<file path="config.mk">
export PLATFORM = sky130hd
export DESIGN_NAME = gld_ctrl
export DESIGN_NICKNAME = d
export VERILOG_FILES = /design/src/hw/rtl/gld_pkg.sv /design/src/hw/rtl/gld_ctrl.sv
export SDC_FILE = /design/constraint.sdc
export NUM_CORES = 1
export LEC_CHECK = 0
export ABC_CLOCK_PERIOD_IN_PS = 1200
export BUFFER_PORTS_ARGS = -buffer_cell sky130_fd_sc_hd__buf_4
export CAP_MARGIN = 20
export CORE_AREA = 2 2 39 41
export DETAILED_ROUTE_END_ITERATION = 12
export DIE_AREA = 0 0 41 43
export PLACE_DENSITY_LB_ADDON = 0.15
export REMOVE_ABC_BUFFERS = 1
export SYNTH_ARGS = -nofsm -noshare
export SYNTH_HDL_FRONTEND = slang
export SYNTH_SLANG_ARGS = --single-unit
</file>
<file path="constraint.sdc">
create_clock -name clk_i -period 1.2 [get_ports clk_i]
set_input_delay 0.12 -clock clk_i [delete_from_list [all_inputs] [get_ports clk_i]]
set_output_delay 0.12 -clock clk_i [all_outputs]
set_load 0.005 [all_outputs]
</file>
<file path="src/hw/rtl/gld_pkg.sv">
`timescale 1ns / 1ps
`default_nettype none
// ----------------------------------------------------------------------------
// gld_pkg
// Shared constants and controller/datapath interface types for the GIF LZW
// decoder.
// ----------------------------------------------------------------------------
package gld_pkg;

  localparam int MaxCodeBits = 12;
  localparam int TableSize   = 1 << MaxCodeBits;
  localparam int SlotBits    = MaxCodeBits + 1;
  localparam int BufBits     = 2 * MaxCodeBits;

  localparam logic [1:0] ACT_PUSH    = 2'd0;
  localparam logic [1:0] ACT_PULL    = 2'd1;
  localparam logic [1:0] ACT_RESTART = 2'd2;

  localparam logic [2:0] ST_PIXEL     = 3'd0;
  localparam logic [2:0] ST_ACCEPTED  = 3'd1;
  localparam logic [2:0] ST_REFUSED   = 3'd2;
  localparam logic [2:0] ST_NEED_BYTE = 3'd3;
  localparam logic [2:0] ST_END       = 3'd4;
  localparam logic [2:0] ST_BAD_CODE  = 3'd5;
  localparam logic [2:0] ST_RESTARTED = 3'd6;

  typedef struct packed {
    logic       push_byte;   // stream byte request
    logic       restart;
    logic       do_clear;    // consume clear code, reset dictionary
    logic       set_end;     // consume end code
    logic       set_fail;    // consume bad code
    logic       start_code;  // consume data code, begin chain walk
    logic       walk_step;
    logic       finish;
    logic       pop;         // read top of stack, decrement depth
    logic       out_load;
    logic [2:0] out_status;
    logic       out_from_stack;
  } gld_cmd_t;

  typedef struct packed {
    logic stack_empty;
    logic failed;
    logic ended;
    logic enough;
    logic is_end;
    logic is_clear;
    logic is_bad;
    logic walk_more;
    logic out_free;
  } gld_stat_t;

endpackage
`default_nettype wire

</file>
<file path="src/hw/rtl/gld_ctrl.sv">
`timescale 1ns / 1ps
`default_nettype none
// ----------------------------------------------------------------------------
// gld_ctrl
// Sequencer for the decoder: request intake, code fetch, chain walk and pop.
// ----------------------------------------------------------------------------
module gld_ctrl import gld_pkg::*; (
  input  wire logic      clk_i,
  input  wire logic      rst_ni,
  input  wire logic      in_valid_i,
  output logic           in_ready_o,
  input  wire logic [1:0] action_i,
  input  wire gld_stat_t stat_i,
  output gld_cmd_t       cmd_o
);

  typedef enum logic [2:0] {
    S_IDLE,
    S_FETCH,
    S_WALK,
    S_POPA,
    S_POPB
  } state_e;

  state_e state_q, state_d;
  logic   accept;

  assign in_ready_o = (state_q == S_IDLE) && stat_i.out_free;
  assign accept     = in_valid_i && in_ready_o;

  always_comb begin
    cmd_o   = '0;
    state_d = state_q;
    case (state_q)
      S_IDLE: begin
        if (accept) begin
          case (action_i)
            ACT_PUSH: cmd_o.push_byte = 1'b1;
            ACT_RESTART: begin
              cmd_o.restart    = 1'b1;
              cmd_o.out_load   = 1'b1;
              cmd_o.out_status = ST_RESTARTED;
            end
            ACT_PULL: begin
              if (!stat_i.stack_empty) begin
                cmd_o.pop = 1'b1;
                state_d   = S_POPB;
              end else if (stat_i.failed) begin
                cmd_o.out_load   = 1'b1;
                cmd_o.out_status = ST_BAD_CODE;
              end else if (stat_i.ended) begin
                cmd_o.out_load   = 1'b1;
                cmd_o.out_status = ST_END;
              end else begin
                state_d = S_FETCH;
              end
            end
            default: ;  // unused action: drop
          endcase
        end
      end
      S_FETCH: begin
        if (!stat_i.enough) begin
          cmd_o.out_load   = 1'b1;
          cmd_o.out_status = ST_NEED_BYTE;
          state_d          = S_IDLE;
        end else if (stat_i.is_end) begin
          cmd_o.set_end    = 1'b1;
          cmd_o.out_load   = 1'b1;
          cmd_o.out_status = ST_END;
          state_d          = S_IDLE;
        end else if (stat_i.is_clear) begin
          cmd_o.do_clear = 1'b1;
        end else if (stat_i.is_bad) begin
          cmd_o.set_fail   = 1'b1;
          cmd_o.out_load   = 1'b1;
          cmd_o.out_status = ST_BAD_CODE;
          state_d          = S_IDLE;
        end else begin
          cmd_o.start_code = 1'b1;
          state_d          = S_WALK;
        end
      end
      S_WALK: begin
        if (stat_i.walk_more) begin
          cmd_o.walk_step = 1'b1;
        end else begin
          cmd_o.finish = 1'b1;
          state_d      = S_POPA;
        end
      end
      S_POPA: begin
        cmd_o.pop = 1'b1;
        state_d   = S_POPB;
      end
      S_POPB: begin
        cmd_o.out_load       = 1'b1;
        cmd_o.out_status     = ST_PIXEL;
        cmd_o.out_from_stack = 1'b1;
        state_d              = S_IDLE;
      end
      default: state_d = S_IDLE;
    endcase
  end

  always_ff @(posedge clk_i or negedge rst_ni) begin
    if (!rst_ni) begin
      state_q <= S_IDLE;
    end else begin
      state_q <= state_d;
    end
  end

`ifndef NO_ASSERTIONS
  a_pop_nonempty: assert property (@(posedge clk_i) disable iff (!rst_ni)
    cmd_o.pop |-> !stat_i.stack_empty)
    else $error("pop from empty stack");
  a_finish_fills: assert property (@(posedge clk_i) disable iff (!rst_ni)
    cmd_o.finish |=> !stat_i.stack_empty)
    else $error("stack empty after code finished");
  a_out_free: assert property (@(posedge clk_i) disable iff (!rst_ni)
    cmd_o.out_load |-> stat_i.out_free)
    else $error("result overwrites pending result");
`endif

endmodule
`default_nettype wire

</file>
## After elaboration in Yosys (flattened, before gate mapping)

Index checks and enable logic that the tools add are counted.
W data, S select, Z words.

| cells by class | value |
|---|---|
| magnitude comparators | 0 |
| divide/modulo/power cells | 0 |
| equality and inequality tests | 12 |
| $add $sub $neg | 0 |
| reductions and logical operators | 5 |
| multiplexer cells | 41 |
| shift-type cells | 0 |
| $mul | 0 |
| bitwise gates (word level) | 0 |

Operators with widths:

| kind | number |
|---|---|
| $mux W4 | 9 |
| $mux W3 | 9 |
| $mux W1 | 12 |
| $mux W2 | 6 |
| $pmux W3 S4 | 1 |
| $pmux W4 S3 | 1 |
| $pmux W4 S2 | 1 |
| $eq A3 B2 Y1 const B | 2 |
| $ne A3 B3 Y1 const B | 2 |
| $reduce_and A6 Y1 | 1 |
| $mux W5 | 1 |
| $ne A2 B2 Y1 const B | 2 |
| $ne A4 B4 Y1 const B | 1 |
| $eq A3 B1 Y1 const B | 1 |
| $eq A3 B3 Y1 const B | 1 |
| $logic_not A3 Y1 | 1 |
| $eq A2 B1 Y1 const B | 1 |
| $eq A2 B2 Y1 const B | 1 |
| $logic_and A1 B1 Y1 | 2 |
| $logic_not A2 Y1 | 1 |
| $ne A2 B1 Y1 const B | 1 |
| $pmux W1 S2 | 1 |

| word-level totals | value |
|---|---|
| bits in latches | 0 |
| word-level logic and storage cells | 59 |
| memory bits (writable) | 0 |
| flip-flop bits (word level) | 3 |
| memory bits (read-only) | 0 |
| output and inout bits | 15 |
| input port bits | 14 |
| memories kept | 0 |

## Longest topological paths before layout

Gate-level depths: netlist of the first run.

| logic depth | value |
|---|---|
| depth after elaboration | 6 |
| gate-level depth with buffers | 5 |
| gate-level depth less buffers | 5 |

## Worst setup path after synthesis of the first run

No wires, ideal clock.

| timing path | value |
|---|---|
| path type | flip-flop to output port |
| start | register state_q[2] |
| end | output port cmd_o[1] (netlist name) |
| setup slack | -88 ps |
| cell stages (with the launch flop) | 5 |
| required time | 1080 ps |
| buffers on the path | 1 |
| data arrival time | 1168 ps |
| cell sequence | dfrtp_1 > buf_6 > nor4b_4 > and2_4 > a31o_1 |

RTL lines:

| what | line | text |
|---|---|---|
| start, declared | gld_ctrl.sv:25 | `state_e state_q, state_d;` |
| start signal, assigned | gld_ctrl.sv:110 | `state_q <= state_d;` |
| end, declared | gld_ctrl.sv:14 | `output gld_cmd_t cmd_o` |

==> results of run 1 <==
-- cells in the mapped netlist (2+ instances only) --
| library cell | number |
|---|---|
| nand4b_1 | 2 |
| nand2b_1 | 2 |
| dfrtp_1 | 3 |
| nor3_1 | 2 |
| nor2b_1 | 2 |
| and3_2 | 2 |
| nor2_1 | 2 |
| and3_1 | 4 |
| inv_1 | 3 |
| a21oi_1 | 4 |
| ha_1 | 4 |
| nand2_1 | 4 |
-- cell usage in the layout, fill, tap and decap left out, types with 2 or more instances in the layout --
cell | synthesis | routed
inv_1 | 3 | 3
dfrtp_2 | 0 | 3
a21oi_1 | 4 | 3
nand2b_1 | 2 | 2
buf_6 | 1 | 8
ha_1 | 4 | 4
clkbuf_4 | 0 | 3
nand4b_1 | 2 | 2
buf_4 | 0 | 37
and3_4 | 1 | 3
and3_1 | 4 | 4
nand2_1 | 4 | 4
nor2b_1 | 2 | 2
-- area by class of cell --
cell class / instances / share of cell area [%]
Clock buffer: 4 / 2.90
Inverter: 3 / 1.24
Tap cell: 16 / 2.21
Sequential cell: 3 / 8.70
Timing Repair Buffer: 46 / 41.7
Multi-Input combinational cell: 44 / 43.2
-- timing repair --
item / CTS / global route
pin swaps: 0 / 11
endpoints found under the setup margin: 17 / 17
endpoints found under the hold margin: 3 / 0
setup buffers: 0 / 6
resized for setup: 2 / 21
hold buffers: 1 / 0
-- worst paths after layout --
path,start,to,slack (ps),depth (start not counted)
max,state_q[2]$_DFFE_PN0P_,cmd_o[1],-380,4
min,stat_i[8],state_q[2]$_DFFE_PN0P_,190,3
max reg2reg,state_q[1]$_DFFE_PN0P_,state_q[0]$_DFFE_PN0P_,-140,5
min reg2reg,state_q[0]$_DFFE_PN0P_,state_q[2]$_DFFE_PN0P_,690,2
max in group asynchronous,rst_ni,state_q[0]$_DFFE_PN0P_,880,2
min in group asynchronous,rst_ni,state_q[1]$_DFFE_PN0P_,210,2
-- worst max-delay path, delay by kind of cell (launching register included) --
kind            cells  cell delay (ps)
buf+inv             1              100
flops               1              430
simple gates        1              420
compound gates      2              270
-- per-layer routing --
layer | global-route usage [%] | vias up
li1 | - | 291
met1 | 18.8 | 286
met2 | 28.7 | 14
met3 | 1.57 | 0
met4 | 2.00 | 0
met5 | 0 | -
-- power groups by stage --
stage	sequential [mW]	clock, mW	combinational [mW]
final	0.111	0.182	0.177
after global placement	0.112	0	0.142
after global routing	0.111	0.202	0.194
after detailed placement	0.112	0	0.143
after floorplan	0.112	0	0.0509
after CTS	0.111	0.185	0.149
-- per-stage QoR --
| step | worst slack (ps) | power (mW) |
|---|---|---|
| 6_report | -376 | 0.470 |
| 5_1_grt | -455 | 0.507 |
| 4_1_cts | -397 | 0.445 |
| 3_5_place_dp | -183 | 0.255 |
| 3_3_place_gp | -161 | 0.254 |
| 2_1_floorplan | -91.2 | 0.163 |
-- logic make-up (layout without fill, tap and decap cells) --
logic type	count (synthesis)	count (layout)	synth area share, %
and+or+nand+nor	29	29	47.8
DFF	3	3	17.3
adders and majority gates	4	4	11.5
buffers and inverters	4	53	5.19
AOI/OAI and AO/OA	11	11	18.2
==> flow_metrics.py, run 1 <==
metrics = {
    "outcome": {
        "outcome": "complete, but fails checks",
        "failed_checks": "setup timing",
    },
    "pwr": {
        "power.internal_mw": 0.337,
        "leakage_nw": 0.480,
        "clkPwrFrac_pct": 38.6,
        "vdd_drop_max_mv": 0.365,
        "switching_share_pct": 28.3,
        "powerDensity_nw_per_um2": 519,
        "p_sw_mw": 0.133,
        "pwr-share-seq_pct": 23.6,
        "combPwrFrac_pct": 37.7,
    },
    "cells_and_area": {
        "final_util_pct": 65.5,
        "multi_input_area_um2": 392,
        "ff_latch_area_um2": 78.8,
        "largest_register": "state_q",
        "area_growth_pct": 109,
        "nNetsFinal": 119,
        "nFillCells": 127,
        "antenna_cells": 0,
        "largest_reg_flops": 3,
        "fin_cells": 116,
        "stdcell_area_um2": 906,
        "layout-drive-gt1-share_pct": 65.0,
        "top_regs": "state_q (3)",
    },
    "clocking": {
        "clk_latency_ps": 230,
        "clk_pin_slew_ps": 40,
        "clock_path_buffers": 2,
        "htree_levels": 1,
        "root_buffer": "clkbuf_4",
        "cts_inserted_buffers": 3,
        "clock-sinks": 3,
        "tritoncts": "yes",
    },
    "logic_synthesis": {
        "synthFlopType": "dfrtp_1",
        "synth_seq_area_share_pct": 17.3,
        "syn-cell-area_um2": 434,
        "yosysTopAreaCellShare_pct": 17.3,
        "synthCells": 51,
        "yosys.area.top_type": "dfrtp_1",
        "synth-edff-count": 0,
        "synthDistinctLibCells": 29,
        "ys_seq_elements": 3,
        "synth_area_leaders": "dfrtp_1, ha_1, and3_1",
        "yosys_warnings": 0,
        "async_reset_ff_share_pct": 100,
        "avgSynthCellArea_um2": 8.51,
    },
    "route": {
        "wl_mm": 1.50,
        "wire_per_inst_um": 12.9,
        "top_layer_used": "met3",
        "dr_wl_met3_um": 58,
        "ant_nets": 0,
        "wl_met2_um": 854,
        "dr.pass1.iters": 1,
        "drt_iter0_markers": 0,
        "wl_met1_um": 587,
        "vias": 591,
        "drc": 0,
        "avgViaCountPerCell": 5.09,
    },
    "sta": {
        "fin_ws_ps": -376,
        "max_freq_ghz": 0.634,
        "finClkSkew_ps": 0.580,
        "setup-violations-final": 17,
        "hold_viol": 0,
        "rsz0062_at_grt": "true",
        "tightest_slew_ps": 353,
        "fin_tns_setup_ps": -4830,
        "fin_crit_sh_pct": 131,
        "whs_ps": 193,
        "min_period_ps": 1580,
        "slew_headroom_pct": 76.3,
        "drv_slew": 0,
    },
    "placement": {
        "gp_congestion": 0.729,
        "placed_cells": 105,
        "numPortBuffers": 28,
        "hpwl_um": 974,
        "place_area_um2": 736,
    },
    "global_routing": {
        "antenna_found_initial": 0,
        "grt_max_degree": 9,
        "overflow": 0,
        "grt_pass1_vias": 543,
        "grt_first_pass_wirelength_mm": 2.04,
        "grt_use_total_pct": 15.7,
    },
    "floorplan": {
        "dieArea_um2": 1760,
        "start_util_pct": 31.4,
        "io_pins": 29,
        "row_count": 14,
        "die_w_um": 41,
        "die_y_um": 43,
        "core_um2": 1380,
    },
    "worst_hold_path": {
        "min_path_type": "in2reg",
    },
    "worst_setup_path": {
        "worst_path_max_delay_cell": "dfrtp_2",
        "critPathKind": "reg2out",
        "cp.required_ps": 1080,
        "end_kind": "output port",
        "worstPathArrival_ps": 1460,
        "critPathLaunchType": "register",
        "cp_max_fo": 4,
        "cpPeakStageDelay_ps": 430,
        "path_cells": "or3b_1, a21oi_1, a31o_1, buf_4",
    },
    "flow_run": {
        "maxCapViolations": 0,
    },
}
Power figures use the tool's default switching activity.
==> inputs of run 2 (changes only) <==
- SKIP_CTS_REPAIR_TIMING: default -> 1
==> run 2 against run 1 <==
The run still ends with setup timing left. Clock power is essentially flat. Sequential share of layout area fell by 0.12 points. Hold slack got worse by 5.1 ps. Via count down 1.9%. Fmax fell by 1.1%. Clock skew about the same. Total power up 0.71%. Critical path type unchanged. Critical endpoint is now cmd_o[2]. Count of clock-buffer cells in the layout unchanged. Sequential cell count stayed put.
==> flow_metrics.py, run 2 (same netlist as run 1, synthesis figures left out) <==
metrics = {
    "sta": {
        "drv_slew": 0,
        "slew_headroom_pct": 82.5,
        "finClkSkew_ps": 1.01,
        "whs_ps": 188,
        "fin_tns_setup_ps": -5320,
        "tightest_slew_ps": 262,
        "min_period_ps": 1590,
        "hold_viol": 0,
        "max_freq_ghz": 0.628,
        "fin_crit_sh_pct": 133,
        "fin_ws_ps": -393,
        "rsz0062_at_grt": "true",
        "setup-violations-final": 16,
    },
    "route": {
        "drc": 0,
        "top_layer_used": "met3",
        "wire_per_inst_um": 12.2,
        "wl_mm": 1.44,
        "dr.pass1.iters": 4,
        "wl_met1_um": 583,
        "avgViaCountPerCell": 4.92,
        "drt_iter0_markers": 5,
        "wl_met2_um": 806,
        "dr_wl_met3_um": 53,
        "vias": 580,
        "ant_nets": 0,
    },
    "cells_and_area": {
        "top_regs": "state_q (3)",
        "nNetsFinal": 121,
        "area_growth_pct": 112,
        "multi_input_area_um2": 389,
        "antenna_cells": 0,
        "nFillCells": 118,
        "ff_latch_area_um2": 78.8,
        "layout-drive-gt1-share_pct": 66.7,
        "final_cell_mix": "buf_4, buf_6, nand2_1, and3_1, ha_1",
        "fin_cells": 118,
        "mostFrequentLayoutCell": "buf_4",
        "stdcell_area_um2": 918,
        "largest_reg_flops": 3,
        "largest_register": "state_q",
    },
    "worst_setup_path": {
        "cp_max_fo": 6,
        "cp.required_ps": 1080,
        "worst_path_max_delay_cell": "dfrtp_2",
        "r2r_setup_slack_ps": -250,
        "cpPeakStageDelay_ps": 450,
        "path_cells": "nor4b_4, and2_4, o2bb2ai_1, buf_4",
        "critPathLaunchType": "register",
        "critPathKind": "reg2out",
        "end_kind": "output port",
        "worstPathArrival_ps": 1470,
    },
    "outcome": {
        "outcome": "complete, but fails checks",
        "failed_checks": "setup timing",
    },
    "clocking": {
        "clk_pin_slew_ps": 40,
        "clock_path_buffers": 2,
        "tritoncts": "yes",
        "cts_inserted_buffers": 3,
        "clk_latency_ps": 230,
        "htree_levels": 1,
        "clock-sinks": 3,
        "root_buffer": "clkbuf_4",
    },
    "global_routing": {
        "grt_use_total_pct": 15.3,
        "antenna_found_initial": 0,
        "overflow": 0,
        "grt_first_pass_wirelength_mm": 1.99,
        "grt_pass1_vias": 522,
        "grt_max_degree": 9,
    },
    "floorplan": {
        "die_w_um": 41,
        "io_pins": 29,
        "core_um2": 1380,
        "dieArea_um2": 1760,
        "start_util_pct": 31.4,
        "die_y_um": 43,
        "row_count": 14,
    },
    "pwr": {
        "p_sw_mw": 0.132,
        "pwr-share-seq_pct": 23.4,
        "vdd_drop_max_mv": 0.357,
        "powerDensity_nw_per_um2": 516,
        "leakage_nw": 0.489,
        "combPwrFrac_pct": 38.2,
        "power.internal_mw": 0.342,
        "switching_share_pct": 27.9,
        "clkPwrFrac_pct": 38.3,
    },
    "placement": {
        "placed_cells": 105,
        "hpwl_um": 974,
        "place_area_um2": 736,
        "numPortBuffers": 28,
        "gp_congestion": 0.729,
    },
    "worst_hold_path": {
        "min_path_type": "in2reg",
    },
    "flow_run": {
        "maxCapViolations": 0,
    },
}
==> run 2: critical path, delay by kind of cell (launching register included) <==
| kind | cells | cell delay (ps) |
|---|---|---|
| AND/OR/NAND/NOR | 2 | 540 |
| buffers and inverters | 1 | 130 |
| flip-flops | 1 | 450 |
| AO/OA/AOI/OAI | 1 | 120 |
==> run 2: worst paths after layout <==
| path | start | to | depth (start not counted) |
|---|---|---|---|
| setup / recovery | state_q[0]$_DFFE_PN0P_ | cmd_o[2] | 4 |
| hold / removal | stat_i[8] | state_q[2]$_DFFE_PN0P_ | 3 |
| setup reg to reg | state_q[0]$_DFFE_PN0P_ | state_q[0]$_DFFE_PN0P_ | 5 |
| hold reg to reg | state_q[2]$_DFFE_PN0P_ | state_q[2]$_DFFE_PN0P_ | 2 |
| max in group asynchronous | rst_ni | state_q[0]$_DFFE_PN0P_ | 2 |
| min in group asynchronous | rst_ni | state_q[2]$_DFFE_PN0P_ | 2 |
==> run 2: power by group through the flow <==
stage                     registers [mW]  logic, mW  clock network (mW)
final                              0.111      0.181               0.182
after detailed placement           0.112      0.143                   0
after CTS                          0.111      0.145               0.185
after global placement             0.112      0.142                   0
after global routing               0.111      0.198               0.203
after floorplan                    0.112     0.0509                   0
==> run 2: metrics by stage <==
step	util, %	setup slack, ps	power (mW)
6_report	66.4	-393	0.474
5_1_grt	66.4	-454	0.513
4_1_cts	55.1	-446	0.441
3_5_place_dp	53.2	-183	0.255
3_3_place_gp	53.2	-161	0.254
2_1_floorplan	-	-91.2	0.163
==> run 2: area by class of cell <==
cell class / instances / area share (%)
Inverter: 3 / 1.23
Tap cell: 16 / 2.18
Multi-Input combinational cell: 44 / 42.4
Timing Repair Buffer: 48 / 42.8
Clock buffer: 4 / 2.86
Sequential cell: 3 / 8.58
==> run 2: metal layers <==
metal	up-vias	GRT usage [%]
met5	-	0
met4	0	2.00
met3	0	1.57
met2	14	27.2
met1	274	19.1
li1	292	-
